<file path="config.mk">
export PLATFORM = sky130hd
export DESIGN_NAME = bresenham_line_rasterizer_core
export DESIGN_NICKNAME = d
export VERILOG_FILES = /design/src/hw/rtl/blr_pkg.sv /design/src/hw/rtl/bresenham_line_rasterizer_core.sv /design/src/hw/rtl/blr_ctrl.sv /design/src/hw/rtl/blr_datapath.sv
export SDC_FILE = /design/constraint.sdc
export NUM_CORES = 1
export LEC_CHECK = 0
export BUFFER_PORTS_ARGS = -buffer_cell sky130_fd_sc_hd__buf_2
export CAP_MARGIN = 20
export CORE_UTILIZATION = 60
export CTS_CLUSTER_SIZE = 16
export DETAILED_ROUTE_END_ITERATION = 8
export PLACE_DENSITY = 0.92
export REMOVE_ABC_BUFFERS = 1
export SETUP_SLACK_MARGIN = 0.05
export SLEW_MARGIN = 0
export SYNTH_ARGS = -nofsm -noshare
export SYNTH_HDL_FRONTEND = slang
export SYNTH_SLANG_ARGS = --single-unit
</file>
<file path="constraint.sdc">
create_clock -name i_clk -period 8.5 [get_ports i_clk]
set_input_delay 1.275 -clock i_clk [delete_from_list [all_inputs] [get_ports i_clk]]
set_output_delay 1.275 -clock i_clk [all_outputs]
set_load 0.03 [all_outputs]
</file>
<file path="src/hw/rtl/blr_pkg.sv">
// ----------------------------------------------------------------------------
// blr_pkg
// shared widths, field offsets, codes and control structs of the line engine
// ----------------------------------------------------------------------------
package blr_pkg;

    localparam int COORD_BITS = 12;
    localparam int ROW_SHIFT  = 10;
    localparam int COLOR_W    = 16;
    localparam int ADDR_W     = 32;
    localparam int DIM_W      = 11;
    localparam int ERR_W      = COORD_BITS + 2;

    // configuration port
    localparam int CFG_IDX_W  = 2;
    localparam int CFG_DATA_W = 32;
    localparam logic [CFG_IDX_W-1:0] CFG_FRAME_BASE    = 2'd0;
    localparam logic [CFG_IDX_W-1:0] CFG_SCREEN_WIDTH  = 2'd1;
    localparam logic [CFG_IDX_W-1:0] CFG_SCREEN_HEIGHT = 2'd2;
    localparam logic [ADDR_W-1:0]    RST_FRAME_BASE    = '0;
    localparam logic [DIM_W-1:0]     RST_SCREEN_WIDTH  = 11'd320;
    localparam logic [DIM_W-1:0]     RST_SCREEN_HEIGHT = 11'd240;

    // command codes carried in tuser
    localparam logic CMD_START   = 1'b0;
    localparam logic CMD_ADVANCE = 1'b1;

    // input beat layout
    localparam int OFF_SX    = 0;
    localparam int OFF_SY    = OFF_SX + COORD_BITS;
    localparam int OFF_EX    = OFF_SY + COORD_BITS;
    localparam int OFF_EY    = OFF_EX + COORD_BITS;
    localparam int OFF_COLOR = OFF_EY + COORD_BITS;
    localparam int S_BITS    = OFF_COLOR + COLOR_W;
    localparam int S_TDATA_W = ((S_BITS + 7) / 8) * 8;

    // output beat layout
    localparam int OFF_PX    = 0;
    localparam int OFF_PY    = OFF_PX + COORD_BITS;
    localparam int OFF_PCOL  = OFF_PY + COORD_BITS;
    localparam int OFF_ADDR  = OFF_PCOL + COLOR_W;
    localparam int M_BITS    = OFF_ADDR + ADDR_W;
    localparam int M_TDATA_W = ((M_BITS + 7) / 8) * 8;

    typedef logic [COORD_BITS-1:0] t_coord;
    typedef logic [COORD_BITS:0]   t_delta;
    typedef logic [ERR_W-1:0]      t_err;
    typedef logic [ADDR_W-1:0]     t_addr;

    typedef struct packed {
        logic load;   // start beat taken: latch endpoints
        logic setup;  // order endpoints, derive deltas and error
        logic emit;   // advance beat taken on an active line
    } t_dp_cmd;

    typedef struct packed {
        logic out_valid;
        logic last;
    } t_dp_sts;

endpackage

</file>
<file path="src/hw/rtl/bresenham_line_rasterizer_core.sv">
// ----------------------------------------------------------------------------
// bresenham_line_rasterizer_core
// Bresenham line engine with clipping and frame-buffer address generation
// ----------------------------------------------------------------------------
// Input stream: tuser is the command. A start beat (tuser 0) carries both
// endpoints and the colour; it yields no pixel and replaces any line in
// progress. It is followed by a setup state in which tready is low. An
// advance beat (tuser 1) on an active line yields one pixel in the cycle
// after it is taken; an advance with no line active is taken and dropped.
// Advances run at one beat per cycle while the receiver takes pixels, set by
// the error update and the one-deep output register.
// Output stream: tdata holds x, y, colour and byte address, tuser the visible
// flag, tlast marks the final pixel of the line (major delta plus one pixels).
// When the receiver stalls, the pixel is held in the output register and
// input tready drops until the pixel is taken.
// Reset: frame base 0, screen 320 by 240, no line active, output empty.
// Configuration writes take effect on the next cycle; write them while idle.
// ----------------------------------------------------------------------------
module bresenham_line_rasterizer_core import blr_pkg::*; (
    input  logic                  i_clk,
    input  logic                  i_rst_n,
    // start_x, start_y, end_x, end_y, line_color
    input  logic [S_TDATA_W-1:0]  s_axis_tdata,
    // cmd
    input  logic                  s_axis_tuser,
    input  logic                  s_axis_tvalid,
    output logic                  s_axis_tready,
    // pixel_x, pixel_y, pixel_color, pixel_address
    output logic [M_TDATA_W-1:0]  m_axis_tdata,
    // visible
    output logic                  m_axis_tuser,
    output logic                  m_axis_tlast,
    output logic                  m_axis_tvalid,
    input  logic                  m_axis_tready,
    input  logic                  i_cfg_we,
    input  logic [CFG_IDX_W-1:0]  i_cfg_index,
    input  logic [CFG_DATA_W-1:0] i_cfg_data
);

    t_dp_cmd dp_cmd;
    t_dp_sts dp_sts;

    blr_ctrl u_ctrl (
        .i_clk      (i_clk),
        .i_rst_n    (i_rst_n),
        .i_s_tvalid (s_axis_tvalid),
        .i_s_tuser  (s_axis_tuser),
        .i_m_tready (m_axis_tready),
        .i_sts      (dp_sts),
        .o_s_tready (s_axis_tready),
        .o_cmd      (dp_cmd)
    );

    blr_datapath u_dp (
        .i_clk       (i_clk),
        .i_rst_n     (i_rst_n),
        .i_cmd       (dp_cmd),
        .o_sts       (dp_sts),
        .i_s_tdata   (s_axis_tdata),
        .i_cfg_we    (i_cfg_we),
        .i_cfg_index (i_cfg_index),
        .i_cfg_data  (i_cfg_data),
        .o_m_tvalid  (m_axis_tvalid),
        .i_m_tready  (m_axis_tready),
        .o_m_tdata   (m_axis_tdata),
        .o_m_tuser   (m_axis_tuser),
        .o_m_tlast   (m_axis_tlast)
    );

endmodule

</file>
<file path="src/hw/rtl/blr_ctrl.sv">
// ----------------------------------------------------------------------------
// blr_ctrl
// line engine sequencer: idle, a setup state per start, then drawing
// ----------------------------------------------------------------------------
module blr_ctrl import blr_pkg::*; (
    input  logic    i_clk,
    input  logic    i_rst_n,
    input  logic    i_s_tvalid,
    input  logic    i_s_tuser,
    input  logic    i_m_tready,
    input  t_dp_sts i_sts,
    output logic    o_s_tready,
    output t_dp_cmd o_cmd
);

    localparam logic [1:0] S_IDLE  = 2'd0;
    localparam logic [1:0] S_SETUP = 2'd1;
    localparam logic [1:0] S_DRAW  = 2'd2;

    logic [1:0] r_state;
    logic [1:0] n_state;
    logic       accept;

    // output register free or draining this cycle
    assign o_s_tready = (r_state != S_SETUP) && (!i_sts.out_valid || i_m_tready);
    assign accept     = i_s_tvalid && o_s_tready;

    assign o_cmd.load  = accept && (i_s_tuser == CMD_START);
    assign o_cmd.emit  = accept && (i_s_tuser == CMD_ADVANCE) && (r_state == S_DRAW);
    assign o_cmd.setup = (r_state == S_SETUP);

    always_comb begin
        n_state = r_state;
        unique case (r_state)
            S_IDLE: begin
                if (o_cmd.load) n_state = S_SETUP;
            end
            S_SETUP: begin
                n_state = S_DRAW;
            end
            S_DRAW: begin
                if (o_cmd.load) begin
                    n_state = S_SETUP;
                end else if (o_cmd.emit && i_sts.last) begin
                    n_state = S_IDLE;
                end
            end
            default: begin
                n_state = S_IDLE;
            end
        endcase
    end

    always_ff @(posedge i_clk) begin
        if (!i_rst_n) begin
            r_state <= S_IDLE;
        end else begin
            r_state <= n_state;
        end
    end

endmodule

</file>
<file path="src/hw/rtl/blr_datapath.sv">
// ----------------------------------------------------------------------------
// blr_datapath
// endpoint ordering, error stepping, clipping, address and output register
// ----------------------------------------------------------------------------
module blr_datapath import blr_pkg::*; (
    input  logic                  i_clk,
    input  logic                  i_rst_n,
    input  t_dp_cmd               i_cmd,
    output t_dp_sts               o_sts,
    input  logic [S_TDATA_W-1:0]  i_s_tdata,
    input  logic                  i_cfg_we,
    input  logic [CFG_IDX_W-1:0]  i_cfg_index,
    input  logic [CFG_DATA_W-1:0] i_cfg_data,
    output logic                  o_m_tvalid,
    input  logic                  i_m_tready,
    output logic [M_TDATA_W-1:0]  o_m_tdata,
    output logic                  o_m_tuser,
    output logic                  o_m_tlast
);

    localparam int CMP_W = (COORD_BITS > DIM_W) ? COORD_BITS : DIM_W;

    function automatic t_delta sub_ext(t_coord a, t_coord b);
        return {a[COORD_BITS-1], a} - {b[COORD_BITS-1], b};
    endfunction

    function automatic t_delta abs_delta(t_delta d);
        return d[COORD_BITS] ? (~d + 1'b1) : d;
    endfunction

    function automatic t_addr sext_addr(t_coord c);
        return {{(ADDR_W-COORD_BITS){c[COORD_BITS-1]}}, c};
    endfunction

    // configuration
    logic [ADDR_W-1:0] r_base;
    logic [DIM_W-1:0]  r_width;
    logic [DIM_W-1:0]  r_height;

    // latched endpoints
    t_coord               r_x0, r_y0, r_x1, r_y1;
    logic                 r_steep;
    logic [COLOR_W-1:0]   r_color;

    // line state
    t_coord r_major, r_major_end, r_minor;
    logic   r_neg;
    t_delta r_majd, r_mind;
    t_err   r_err;

    // output register
    logic               r_out_valid;
    t_coord             r_out_x, r_out_y;
    logic [COLOR_W-1:0] r_out_color;
    t_addr              r_out_addr;
    logic               r_out_vis, r_out_last;

    t_coord in_x0, in_y0, in_x1, in_y1;
    t_delta adx, ady;
    t_coord a0, b0, a1, b1;
    t_delta da, db, majd0, mind0;
    logic   swap, rise;
    t_err   half, err0;
    t_err   e1, e2;
    logic   e1_pos;
    t_coord px, py, major_nx, minor_nx;
    logic   last, vis;
    t_addr  addr;

    assign in_x0 = i_s_tdata[OFF_SX +: COORD_BITS];
    assign in_y0 = i_s_tdata[OFF_SY +: COORD_BITS];
    assign in_x1 = i_s_tdata[OFF_EX +: COORD_BITS];
    assign in_y1 = i_s_tdata[OFF_EY +: COORD_BITS];
    assign adx   = abs_delta(sub_ext(in_x1, in_x0));
    assign ady   = abs_delta(sub_ext(in_y1, in_y0));

    // setup: swap axes for steep lines, order by major coordinate
    assign a0    = r_steep ? r_y0 : r_x0;
    assign b0    = r_steep ? r_x0 : r_y0;
    assign a1    = r_steep ? r_y1 : r_x1;
    assign b1    = r_steep ? r_x1 : r_y1;
    assign da    = sub_ext(a1, a0);
    assign db    = sub_ext(b1, b0);
    assign swap  = da[COORD_BITS];
    assign majd0 = abs_delta(da);
    assign mind0 = abs_delta(db);
    assign rise  = swap ? db[COORD_BITS] : (!db[COORD_BITS] && (|db));
    assign half  = {2'b00, majd0[COORD_BITS:1]};
    assign err0  = ~half + 1'b1;

    // stepping: add minor delta, step minor and pull back on a positive error
    assign e1       = r_err + {1'b0, r_mind};
    assign e2       = e1 - {1'b0, r_majd};
    assign e1_pos   = !e1[ERR_W-1] && (|e1);
    assign major_nx = r_major + t_coord'(1);
    assign minor_nx = r_minor + (r_neg ? {COORD_BITS{1'b1}} : t_coord'(1));
    assign last     = (r_major == r_major_end);

    assign px   = r_steep ? r_minor : r_major;
    assign py   = r_steep ? r_major : r_minor;
    assign addr = r_base + (sext_addr(py) << ROW_SHIFT) + (sext_addr(px) << 1);
    assign vis  = !px[COORD_BITS-1] && !py[COORD_BITS-1]
                  && (CMP_W'(px) < CMP_W'(r_width))
                  && (CMP_W'(py) < CMP_W'(r_height));

    always_ff @(posedge i_clk) begin
        if (!i_rst_n) begin
            r_base   <= RST_FRAME_BASE;
            r_width  <= RST_SCREEN_WIDTH;
            r_height <= RST_SCREEN_HEIGHT;
        end else if (i_cfg_we) begin
            unique case (i_cfg_index)
                CFG_FRAME_BASE:    r_base   <= i_cfg_data[ADDR_W-1:0];
                CFG_SCREEN_WIDTH:  r_width  <= i_cfg_data[DIM_W-1:0];
                CFG_SCREEN_HEIGHT: r_height <= i_cfg_data[DIM_W-1:0];
                default: begin
                end
            endcase
        end
    end

    always_ff @(posedge i_clk) begin
        if (i_cmd.load) begin
            r_x0    <= in_x0;
            r_y0    <= in_y0;
            r_x1    <= in_x1;
            r_y1    <= in_y1;
            r_steep <= (ady > adx);
            r_color <= i_s_tdata[OFF_COLOR +: COLOR_W];
        end
        if (i_cmd.setup) begin
            r_major     <= swap ? a1 : a0;
            r_major_end <= swap ? a0 : a1;
            r_minor     <= swap ? b1 : b0;
            r_neg       <= !rise;
            r_majd      <= majd0;
            r_mind      <= mind0;
            r_err       <= err0;
        end else if (i_cmd.emit && !last) begin
            r_major <= major_nx;
            r_err   <= e1_pos ? e2 : e1;
            if (e1_pos) r_minor <= minor_nx;
        end
        if (i_cmd.emit) begin
            r_out_x     <= px;
            r_out_y     <= py;
            r_out_color <= r_color;
            r_out_addr  <= addr;
            r_out_vis   <= vis;
            r_out_last  <= last;
        end
    end

    always_ff @(posedge i_clk) begin
        if (!i_rst_n) begin
            r_out_valid <= 1'b0;
        end else if (i_cmd.emit) begin
            r_out_valid <= 1'b1;
        end else if (i_m_tready) begin
            r_out_valid <= 1'b0;
        end
    end

    assign o_sts.out_valid = r_out_valid;
    assign o_sts.last      = last;

    assign o_m_tvalid = r_out_valid;
    assign o_m_tdata  = M_TDATA_W'({r_out_addr, r_out_color, r_out_y, r_out_x});
    assign o_m_tuser  = r_out_vis;
    assign o_m_tlast  = r_out_last;

endmodule

</file>
==> results of run 1 <==
-- critical path: stages, from the launching register on --
cell	delay [ps]
sky130_fd_sc_hd__edfxtp_1	830
sky130_fd_sc_hd__buf_4	740
sky130_fd_sc_hd__mux2_2	460
sky130_fd_sc_hd__ha_1	410
sky130_fd_sc_hd__nand2_1	110
sky130_fd_sc_hd__or3_1	370
sky130_fd_sc_hd__or3_1	400
sky130_fd_sc_hd__nand2_1	400
sky130_fd_sc_hd__nor2_1	110
sky130_fd_sc_hd__xnor2_1	160
sky130_fd_sc_hd__inv_1	80
sky130_fd_sc_hd__ha_1	210
sky130_fd_sc_hd__o2111ai_2	240
sky130_fd_sc_hd__a21o_1	250
sky130_fd_sc_hd__nor4_1	240
sky130_fd_sc_hd__nor3_1	80
-- layer usage --
layer | wire, um | GRT usage (%) | vias to the layer above | part of all wire, %
met4 | 1840 | 12.7 | 0 | 4.0
met2 | 22500 | 49.7 | 689 | 48
li1 | - | - | 7066 | -
met3 | 3510 | 4.60 | 143 | 7.5
met1 | 18700 | 36.1 | 7156 | 40
met5 | 0 | 0 | - | 0
-- flip-flops by register name, indices dropped and copies added, names as in the netlist, 2 cells and up --
signal / flops
u_dp.r_out_addr: 32
u_dp.r_y0: 12
u_dp.r_majd: 13
u_dp.r_height: 11
u_dp.r_out_x: 12
u_dp.r_minor: 12
u_dp.r_width: 11
u_dp.r_err: 14
u_dp.r_major_end: 12
u_dp.r_x1: 12
u_dp.r_color: 16
u_dp.r_base: 32
u_dp.r_mind: 13
u_dp.r_out_y: 12
u_dp.r_out_color: 16
u_dp.r_y1: 12
u_dp.r_x0: 12
u_dp.r_major: 12
u_ctrl.r_state: 2
-- layout by cell type, fill, tap and decap left out, drive strengths merged, types with 15 or more instances in the layout --
cell and instances:
a21o 27, clkbuf 34, a21boi 56, o211ai 30, nand2 181, nor3 32
edfxtp 216, buf 194, nand3 26, dfxtp 57, ha 163, a211oi 18
o21ai 87, xor2 52, fa 29, and2 15, a21oi 94, and3 20
mux2 38, inv 154, xnor2 96, nor2 130, mux2i 52, nor2b 20
o21a 29
-- power by group through the flow --
stage | registers, mW | clock network [mW] | logic, mW
3_5_place_dp | 1.67 | 0 | 2.33
6_report | 1.65 | 1.35 | 2.41
2_1_floorplan | 1.69 | 0 | 1.80
4_1_cts | 1.65 | 1.36 | 2.37
5_1_grt | 1.65 | 1.41 | 2.65
3_3_place_gp | 1.67 | 0 | 2.22
-- per-stage QoR --
stage	instances	utilization [%]	worst slack (ps)	cell area, um^2
finish	2451	68.9	3110	21200
detailed placement	2394	65.5	2910	20100
global route	2451	68.9	2710	21200
floorplan	1805	-	-165	18600
CTS	2450	68.8	3150	21200
global placement	2394	65.5	3050	20100
-- worst paths after layout --
kind                         from                  end  slack (ps)  cells past startpoint
setup / recovery     u_dp.r_steep       u_dp.r_err[10]        3110                     15
hold / removal    u_dp.r_color[1]  u_dp.r_out_color[1]         420                      0
setup reg to reg     u_dp.r_steep       u_dp.r_err[10]        3110                     15
hold reg to reg   u_dp.r_color[1]  u_dp.r_out_color[1]         420                      0
-- kinds of logic (layout without fill, tap and decap cells) --
logic type / Yosys count / in the layout / synth area share, %
buffers and inverters: 202 / 403 / 4.08
DFF: 273 / 273 / 40.6
and+or+nand+nor: 518 / 518 / 13.4
muxes: 90 / 90 / 5.04
adders and majority gates: 192 / 192 / 13.9
AOI/OAI and AO/OA: 431 / 431 / 15.9
xor gates and xnor gates: 148 / 148 / 7.15
-- layout make-up --
class	instances	area, um^2	area share, %
repair buffers	194	1020	4.80
clock buffers	34	766	3.62
well taps	396	495	2.34
clock inverters	22	263	1.24
inverters	153	574	2.71
multi-input cells	1379	10400	49.3
flip-flops and latches	273	7630	36.0
==> flow_summary.ini, run 1 <==
[worst_setup_path]
crit_type = flip-flop to flip-flop
worstPathMaxFanout = 57
capturing_element_type_of_the_critical_path = flip-flop
worst_setup_path_start_kind = flip-flop
critical_path_arrival_ps = 5720
cp.required_ps = 8830

[yosys]
synth_cell_types = 92
synth.top_cells.by_area = sky130_fd_sc_hd__edfxtp_1 34%, sky130_fd_sc_hd__ha_1 11%, sky130_fd_sc_hd__dfxtp_1 6.1%
syn-cell-area_um2 = 18800
async_flop_share_pct = 0
yosys_most_used_dff = sky130_fd_sc_hd__edfxtp_1
yosys_warnings = 0
post-synth-top-area-fraction_pct = 34.5
synthesis.instances = 1854
synth-seq-cells = 273
synth_enable_flop_cells = 216
synth_area_per_cell_um2 = 10.1
synth.yosys.seq_area_share_pct = 40.6
yosys-top-cells-count = 216 x sky130_fd_sc_hd__edfxtp_1, 180 x sky130_fd_sc_hd__nand2_1, 163 x sky130_fd_sc_hd__ha_1
synth.largest_area_cell = sky130_fd_sc_hd__edfxtp_1
synthMostInstantiatedCell = sky130_fd_sc_hd__edfxtp_1

[power]
power.density_cell_area_nw_per_um2 = 255
clkPwrFrac_pct = 25.0
netSwitchingPower_mw = 2.04
power_report.internal_total_mw = 3.37
seq_power_share_pct = 30.5
vdd_ir_drop_max_v = 0.000180
power_switching_share_pct = 37.7
comb_power_share_pct = 44.6
sum_of_internal_switching_and_leakage_power_mw = 5.41
power.leakage_nw = 8.72

[timing]
fin_tns_setup_ps = 0
worst_hold_slack_ps = 418
tightest_slew_ps = 1030
fmaxAchievable_mhz = 185
report.final.slew_viol_count = 0
setup_viol = 0
clock_skew_ps = 19.3
post-route-period-util_pct = 63.5
report.final.hold_viol_count = 0
rsz0062_at_grt = no
timing.slew.headroom_pct = 30.8
layout_min_cycle_time_ps = 5390

[drt]
post_drt_via_cell_ratio = 6.14
drt_iter0_markers = 1359
wl_per_cell_um = 19.0
detail_route.first_pass.iterations = 9
route.antenna.remaining_nets = 0
detailroute.via_count = 15054
finalWirelength_mm = 46.6
drc = 14

[grt]
via_count_of_the_first_global_routing_pass = 14952
grt.overflow.total = 0
track_usage_pct = 29.0
largest_net_degree_at_the_start_of_global_routing = 76
grt_pass1_wl_mm = 73.9
antenna_found_initial = 0

[floorplanning]
top_level_ports = 180
die_height_um = 179
num_rows = 64
initial_utilization_pct = 61.2
horizontal_die_dimension_um = 179
floorplan_core_area_um2 = 30700
die_area_um2 = 32100

[clock_network]
cts_tree = done
cts.reportedPaths.clkPinSlew_ps = 70
cts_buffers = 30
cts_resized = 0
cts_buffer_depth = 3
clockRootBuffer = sky130_fd_sc_hd__clkbuf_16
clk_latency_ps = 590
post_cts_hold_buffer_count = 0
cts.sinks = 273
post_cts_buffers = 0
htreeDepth = 1

[cells_and_area]
final.fill_count = 2133
area_growth_syn_to_fin_pct = 12.6
num-nets-final = 2327
antennaDiodeCount = 0
layout-drive-gt1-share_pct = 16.2

[hold_path]
hp-class = flip-flop to flip-flop

[placed_design]
gp_routability_congestion = 0.922
hpwlAfterDp_mm = 34.4
io_buffer_count = 179

[outcome]
failing_checks = DRC
status = finished with violations

[job]
timing.max_cap.violations = 0
(Power assumes the default switching activity.)
==> run 2: changes to the inputs <==
--- a/config.mk
+++ b/config.mk
@@ -5,12 +5,13 @@
 export SDC_FILE = /design/constraint.sdc
 export NUM_CORES = 1
 export LEC_CHECK = 0
+export ABC_AREA = 1
 export BUFFER_PORTS_ARGS = -buffer_cell sky130_fd_sc_hd__buf_2
 export CAP_MARGIN = 20
-export CORE_UTILIZATION = 60
+export CORE_UTILIZATION = 55
 export CTS_CLUSTER_SIZE = 16
 export DETAILED_ROUTE_END_ITERATION = 8
-export PLACE_DENSITY = 0.92
+export PLACE_DENSITY = 0.89
 export REMOVE_ABC_BUFFERS = 1
 export SETUP_SLACK_MARGIN = 0.05
 export SLEW_MARGIN = 0
==> constraint.sdc (replaced) <==
create_clock -name i_clk -period 4.72 [get_ports i_clk]
set_input_delay 0.708 -clock i_clk [delete_from_list [all_inputs] [get_ports i_clk]]
set_output_delay 0.708 -clock i_clk [all_outputs]
set_load 0.03 [all_outputs]
==> run 2 against run 1 <==
Against the previous run:
- the flow now finishes without violations
- sequential share of layout area fell by 0.63 points
- clock skew grew 14 ps
- combinational power rose by 110%
- non-clock buffer count grew 12
- synthesized cell count grew 24%
==> flow_summary.ini, run 2 <==
[yosys]
synth.top_cells.by_area = sky130_fd_sc_hd__edfxtp_1 34%, sky130_fd_sc_hd__ha_1 11%, sky130_fd_sc_hd__nand2_1 8.3%
syn-cell-area_um2 = 19100
synth.largest_area_cell = sky130_fd_sc_hd__edfxtp_1
synthMostInstantiatedCell = sky130_fd_sc_hd__nand2_1
post-synth-top-area-fraction_pct = 34.0
async_flop_share_pct = 0
yosys_warnings = 0
synth_enable_flop_cells = 216
yosys_most_used_dff = sky130_fd_sc_hd__edfxtp_1
yosys-top-cells-count = 420 x sky130_fd_sc_hd__nand2_1, 347 x sky130_fd_sc_hd__inv_1, 216 x sky130_fd_sc_hd__edfxtp_1
synth_cell_types = 51
synthesis.instances = 2295
synth.yosys.seq_area_share_pct = 40.0
synth-seq-cells = 273
synth_area_per_cell_um2 = 8.31

[clock_network]
cts_buffer_depth = 3
clk_latency_ps = 590
post_cts_hold_buffer_count = 0
post_cts_buffers = 0
cts_tree = done
cts.reportedPaths.clkPinSlew_ps = 70
cts_buffers = 30
htreeDepth = 1
cts_resized = 0
cts.sinks = 273
clockRootBuffer = sky130_fd_sc_hd__clkbuf_16

[drt]
post_drt_via_cell_ratio = 5.58
wl_per_cell_um = 16.3
detailroute.via_count = 16507
drt_iter0_markers = 1625
drc = 0
finalWirelength_mm = 48.2
detail_route.first_pass.iterations = 6
route.antenna.remaining_nets = 0

[worst_setup_path]
crit_chain = buf_12 -> nor2_1 -> a21oi_1 -> ha_1 -> inv_1 -> fa_1 -> nand3_1 -> nand2_1 -> nand3_2 -> nand4_1 -> nand2_4 -> o21ai_1 -> nand2_1 -> nand2_4 -> nor2_8 -> nand3_1 -> nor2_1 -> nand2_1 -> nand2_1 -> nand2_1
crit_type = flip-flop to flip-flop
critical_path.slowest_cell = sky130_fd_sc_hd__fa_1
cp_slowest_stage_delay_ps = 460
critical_path_arrival_ps = 4400
regToRegSetupSlack_ps = 660
worstRegToRegCells = 20
reg2reg_capture_point = u_dp.r_err[13]
worst_setup_path_start_kind = flip-flop
worstPathMaxFanout = 100
cp.required_ps = 5070
most_prevalent_standard_cell_on_the_critical_path = sky130_fd_sc_hd__nand2_1
worst_r2r_startpoint = u_dp.r_steep
capturing_element_type_of_the_critical_path = flip-flop

[power]
netSwitchingPower_mw = 4.44
seq_power_share_pct = 28.9
power.leakage_nw = 10.1
vdd_ir_drop_max_v = 0.000322
power.density_cell_area_nw_per_um2 = 483
comb_power_share_pct = 49.2
power_switching_share_pct = 42.7
sum_of_internal_switching_and_leakage_power_mw = 10.4
power_report.internal_total_mw = 5.97
clkPwrFrac_pct = 21.9

[cells_and_area]
num-nets-final = 2782
area_growth_syn_to_fin_pct = 13.1
seq_area_um2 = 7630
stdcell_count = 2958
layout_common_cells = 420 x sky130_fd_sc_hd__nand2_1, 347 x sky130_fd_sc_hd__inv_1, 216 x sky130_fd_sc_hd__edfxtp_1, 196 x sky130_fd_sc_hd__o21ai_0, 189 x sky130_fd_sc_hd__nor2_1
multiInputGateArea_um2 = 9950
final_cell_area_um2 = 21600
top_regs = u_dp.r_base: 32 flops, u_dp.r_out_addr: 32 flops
layout-drive-gt1-share_pct = 12.2
antennaDiodeCount = 0
final.fill_count = 2673
layout.cells.most_common = sky130_fd_sc_hd__nand2_1

[hold_path]
holdCritStartpoint = s_axis_tdata[63]
worst_hold_path_stage_count = 1
hold-path-endpoint = u_dp.r_color[15]
hp-class = input pin to flip-flop

[timing]
setup_viol = 0
timing.slew.headroom_pct = 33.4
clock_skew_ps = 32.9
report.final.slew_viol_count = 0
post-route-period-util_pct = 86.0
fmaxAchievable_mhz = 246
layout_min_cycle_time_ps = 4060
timing.final.ws_setup_ps = 661
rsz0062_at_grt = no
fin_tns_setup_ps = 0
tightest_slew_ps = 999
report.final.hold_viol_count = 0

[placed_design]
gp_routability_congestion = 0.938
place.detailed.instances = 2902
hpwlAfterDp_mm = 37.7
postPlaceCellArea_um2 = 20600
io_buffer_count = 179
dpl_worst_slack_ps = 258

[grt]
via_count_of_the_first_global_routing_pass = 15608
antenna_found_initial = 0
largest_net_degree_at_the_start_of_global_routing = 101
grt.overflow.total = 0
grt_pass1_wl_mm = 77.3
track_usage_pct = 26.9

[floorplanning]
floorplan_core_area_um2 = 33800
top_level_ports = 180
num_rows = 67
die_area_um2 = 35400
initial_utilization_pct = 56.4
die_height_um = 188
horizontal_die_dimension_um = 188

[outcome]
status = finished clean

[job]
timing.max_cap.violations = 0
-- run 2: power groups by stage --
stage	Clock [mW]	Sequential [mW]	Combinational [mW]
finish	2.28	3.01	5.12
global placement	0	3.06	4.82
detailed placement	0	3.06	4.99
CTS	2.30	3.01	5.04
floorplan	0	3.11	3.69
global route	2.39	3.02	5.73
-- run 2: cell type report --
cell class	count	share of cell area [%]
Inverter	352	6.13
Clock buffer	32	3.52
Multi-Input combinational cell	1623	46.2
Sequential cell	273	35.4
Clock inverter	24	0.964
Tap cell	448	2.60
Timing Repair Buffer	206	5.25
-- run 2: worst max path at each step --
stage                           start         endpoint  slack, ps  depth (start not counted)
global placement     s_axis_tdata[12]     u_dp.r_steep        270                         22
floorplan           u_ctrl.r_state[0]  u_dp.r_minor[0]      -5200                          9
finish                   u_dp.r_steep   u_dp.r_err[13]        660                         20
detailed placement   s_axis_tdata[36]     u_dp.r_steep        260                         23
global route             u_dp.r_steep   u_dp.r_err[11]        240                         20
CTS                      u_dp.r_steep   u_dp.r_err[13]        710                         20
-- run 2: kinds of logic after synthesis --
| kind of cell | Yosys count | share of synthesized area, % |
|---|---|---|
| AOI/OAI and AO/OA | 474 | 13.6 |
| buffers and inverters | 399 | 7.96 |
| DFF | 273 | 40.0 |
| xor gates and xnor gates | 130 | 5.97 |
| adders and majority gates | 192 | 13.7 |
| and+or+nand+nor | 827 | 18.7 |
-- run 2: worst max-delay path, delay by kind of cell (launching register included) --
| kind | cells | cell delay, ps |
|---|---|---|
| AOI/OAI and AO/OA | 2 | 430 |
| DFF | 1 | 380 |
| and+or+nand+nor | 14 | 1900 |
| adders and majority gates | 2 | 660 |
| buffers and inverters | 2 | 400 |
-- run 2: per-stage QoR --
step / util [%] / hold slack (ps)
final: 63.8 / 294
after global routing: 63.8 / 282
after CTS: 63.8 / 276
after detailed placement: 60.9 / 405
after global placement: 60.9 / 400
after floorplan: - / 399
-- run 2: routing by layer --
layer  global-route usage (%)  up-vias  share of wire, %
met3                     2.83       98               7.0
met2                     46.4      681                47
met4                     7.63        0               2.6
met5                        0        -                 0
li1                         -     8096                 -
met1                     35.9     7632                43
==> run 3: changes to the inputs <==
--- a/config.mk
+++ b/config.mk
@@ -8,6 +8,7 @@
 export ABC_AREA = 1
 export BUFFER_PORTS_ARGS = -buffer_cell sky130_fd_sc_hd__buf_2
 export CAP_MARGIN = 20
+export CORE_ASPECT_RATIO = 2
 export CORE_UTILIZATION = 55
 export CTS_CLUSTER_SIZE = 16
 export DETAILED_ROUTE_END_ITERATION = 8
==> run 3 against run 2 <==
Against the previous run:
- critical path depth is 3 higher
- cell count down 0.51%
- sequential cell count is the same
- first-iteration DRC count shrank 40%
- wire length rose by 9.5%
- global-route usage increased by 3.0 points
- count of clock-buffer cells in the layout is 9 higher
- sequential power barely moved
- critical endpoint is now u_dp.r_steep
- highest routed layer unchanged
==> flow_summary.ini, run 3 (synthesized netlist as in run 2, its figures left out) <==
[outcome]
status = finished clean

[timing]
fmaxAchievable_mhz = 234
rsz0062_at_grt = no
worst_hold_slack_ps = 310
layout_min_cycle_time_ps = 4270
timing.final.ws_setup_ps = 450
timing.slew.headroom_pct = 27.9
tightest_slew_ps = 1080
report.final.slew_viol_count = 0
clock_skew_ps = 13.8
post-route-period-util_pct = 90.5
report.final.hold_viol_count = 0
setup_viol = 0

[worst_setup_path]
cp.required_ps = 5040
critical_path_arrival_ps = 4590
worstPathMaxFanout = 8
worstRegToRegCells = 15
worst_setup_path_endpoint = u_dp.r_steep
reg2reg_capture_point = u_dp.r_out_addr[27]
worst_r2r_startpoint = u_dp.r_steep
regToRegSetupSlack_ps = 500
worst_setup_path_start_kind = input pin
crit_type = input pin to flip-flop
critPathLaunch = s_axis_tdata[36]
capturing_element_type_of_the_critical_path = flip-flop

[grt]
grt.overflow.total = 0
grt_pass1_wl_mm = 82.5
largest_net_degree_at_the_start_of_global_routing = 88
track_usage_pct = 29.9
antenna_found_initial = 0
via_count_of_the_first_global_routing_pass = 16953

[drt]
finalWirelength_mm = 52.8
drc = 0
detail_route.first_pass.iterations = 5
post_drt_via_cell_ratio = 5.71
drt_iter0_markers = 976
wl_per_cell_um = 17.9
detailroute.via_count = 16809
route.antenna.remaining_nets = 0

[clock_network]
post_cts_hold_buffer_count = 0
cts_buffers = 25
cts_buffer_depth = 3
clockRootBuffer = sky130_fd_sc_hd__clkbuf_16
cts_resized = 0
post_cts_buffers = 0
clk_latency_ps = 570
cts_tree = done
htreeDepth = 1
cts.reportedPaths.clkPinSlew_ps = 70
cts.sinks = 273

[job]
timing.max_cap.violations = 0

[power]
seq_power_share_pct = 28.9
comb_power_share_pct = 50.4
sum_of_internal_switching_and_leakage_power_mw = 10.4
clkPwrFrac_pct = 20.7
netSwitchingPower_mw = 4.52
power.density_cell_area_nw_per_um2 = 487
power_switching_share_pct = 43.3
power_report.internal_total_mw = 5.93
power.leakage_nw = 10.0
vdd_ir_drop_max_v = 0.000354

[floorplanning]
top_level_ports = 180
die_area_um2 = 35500
horizontal_die_dimension_um = 134
die_height_um = 265
initial_utilization_pct = 55.7
num_rows = 96
floorplan_core_area_um2 = 34200

[cells_and_area]
antennaDiodeCount = 0
area_growth_syn_to_fin_pct = 12.5
top_regs = u_dp.r_base: 32 flops, u_dp.r_out_addr: 32 flops
layout-drive-gt1-share_pct = 11.9
layout_common_cells = 420 x sky130_fd_sc_hd__nand2_1, 347 x sky130_fd_sc_hd__inv_1, 216 x sky130_fd_sc_hd__edfxtp_1, 196 x sky130_fd_sc_hd__o21ai_0, 189 x sky130_fd_sc_hd__nor2_1
final_core_utilization_pct = 62.7
num-nets-final = 2779
layout.cells.most_common = sky130_fd_sc_hd__nand2_1

[hold_path]
hp-class = input pin to flip-flop
worst_hold_path_stage_count = 1

[placed_design]
hpwlAfterDp_mm = 41.4
gp_routability_congestion = 1.04
io_buffer_count = 179
dpl_worst_slack_ps = -89.3
## run 3: changes by cell type in the layout (fill, tap and decap cells not counted), moves of 3 or more
cell                         delta
sky130_fd_sc_hd__clkinvlp_4     -3
sky130_fd_sc_hd__clkinv_4       -3
sky130_fd_sc_hd__clkinv_2       -7
sky130_fd_sc_hd__clkinv_1       -5
sky130_fd_sc_hd__clkbuf_1       +6
## run 3: through the flow
stage	TNS, ps	instances	instance area, um^2
final	0	2943	21500
after global routing	0	2943	21500
after CTS	0	2943	21500
after detailed placement	-89.3	2897	20600
after global placement	-34.8	2896	20600
after floorplan	-670690	2248	18900
## run 3: worst min path at each step
stage,from,endpoint
2_1_floorplan,u_ctrl.r_state[0],u_ctrl.r_state[0]
3_3_place_gp,u_dp.r_color[0],u_dp.r_out_color[0]
3_5_place_dp,u_dp.r_color[8],u_dp.r_out_color[8]
4_1_cts,s_axis_tdata[62],u_dp.r_color[14]
5_1_grt,s_axis_tdata[63],u_dp.r_color[15]
6_report,s_axis_tdata[62],u_dp.r_color[14]
## run 3: layout make-up
class,instances,area (um^2)
Inverter,352,1320
Timing Repair Buffer,208,1130
Clock inverter,5,41.3
Fill cell,2750,12800
Clock buffer,41,833
Multi-Input combinational cell,1623,9950
Sequential cell,273,7630
Tap cell,441,552
## run 3: critical path: stages
cell and delay (ps):
sky130_fd_sc_hd__buf_2 90, sky130_fd_sc_hd__inv_1 40, sky130_fd_sc_hd__ha_1 210, sky130_fd_sc_hd__fa_1 430, sky130_fd_sc_hd__o21ai_1 260, sky130_fd_sc_hd__a21oi_1 190, sky130_fd_sc_hd__o21ai_1 270, sky130_fd_sc_hd__a21oi_1 120
sky130_fd_sc_hd__nand2b_1 180, sky130_fd_sc_hd__a21oi_2 290, sky130_fd_sc_hd__inv_2 150, sky130_fd_sc_hd__nand2_1 100, sky130_fd_sc_hd__xor2_1 150, sky130_fd_sc_hd__inv_1 60, sky130_fd_sc_hd__ha_1 300, sky130_fd_sc_hd__nand2_1 110
sky130_fd_sc_hd__nor2_1 50, sky130_fd_sc_hd__a2111oi_0 490, sky130_fd_sc_hd__nor2_1 80, sky130_fd_sc_hd__nor2_1 90, sky130_fd_sc_hd__o21ai_0 70, sky130_fd_sc_hd__nand3_1 70, sky130_fd_sc_hd__a21oi_1 60
## run 3: power groups by stage
stage / sequential (mW) / clock, mW / combinational [mW]
2_1_floorplan: 3.11 / 0 / 3.69
3_5_place_dp: 3.07 / 0 / 5.10
4_1_cts: 3.02 / 2.19 / 5.16
3_3_place_gp: 3.06 / 0 / 4.93
6_report: 3.02 / 2.17 / 5.26
5_1_grt: 3.03 / 2.26 / 5.83
## run 3: per-layer routing
metal  GRT usage [%]  vias to the layer above  wire length (um)
li1                -                     8071                 -
met3            3.72                      246              2340
met2            58.3                      666             28700
met4            25.4                        0              4720
met1            26.3                     7826             17100
met5               0                        -                 0
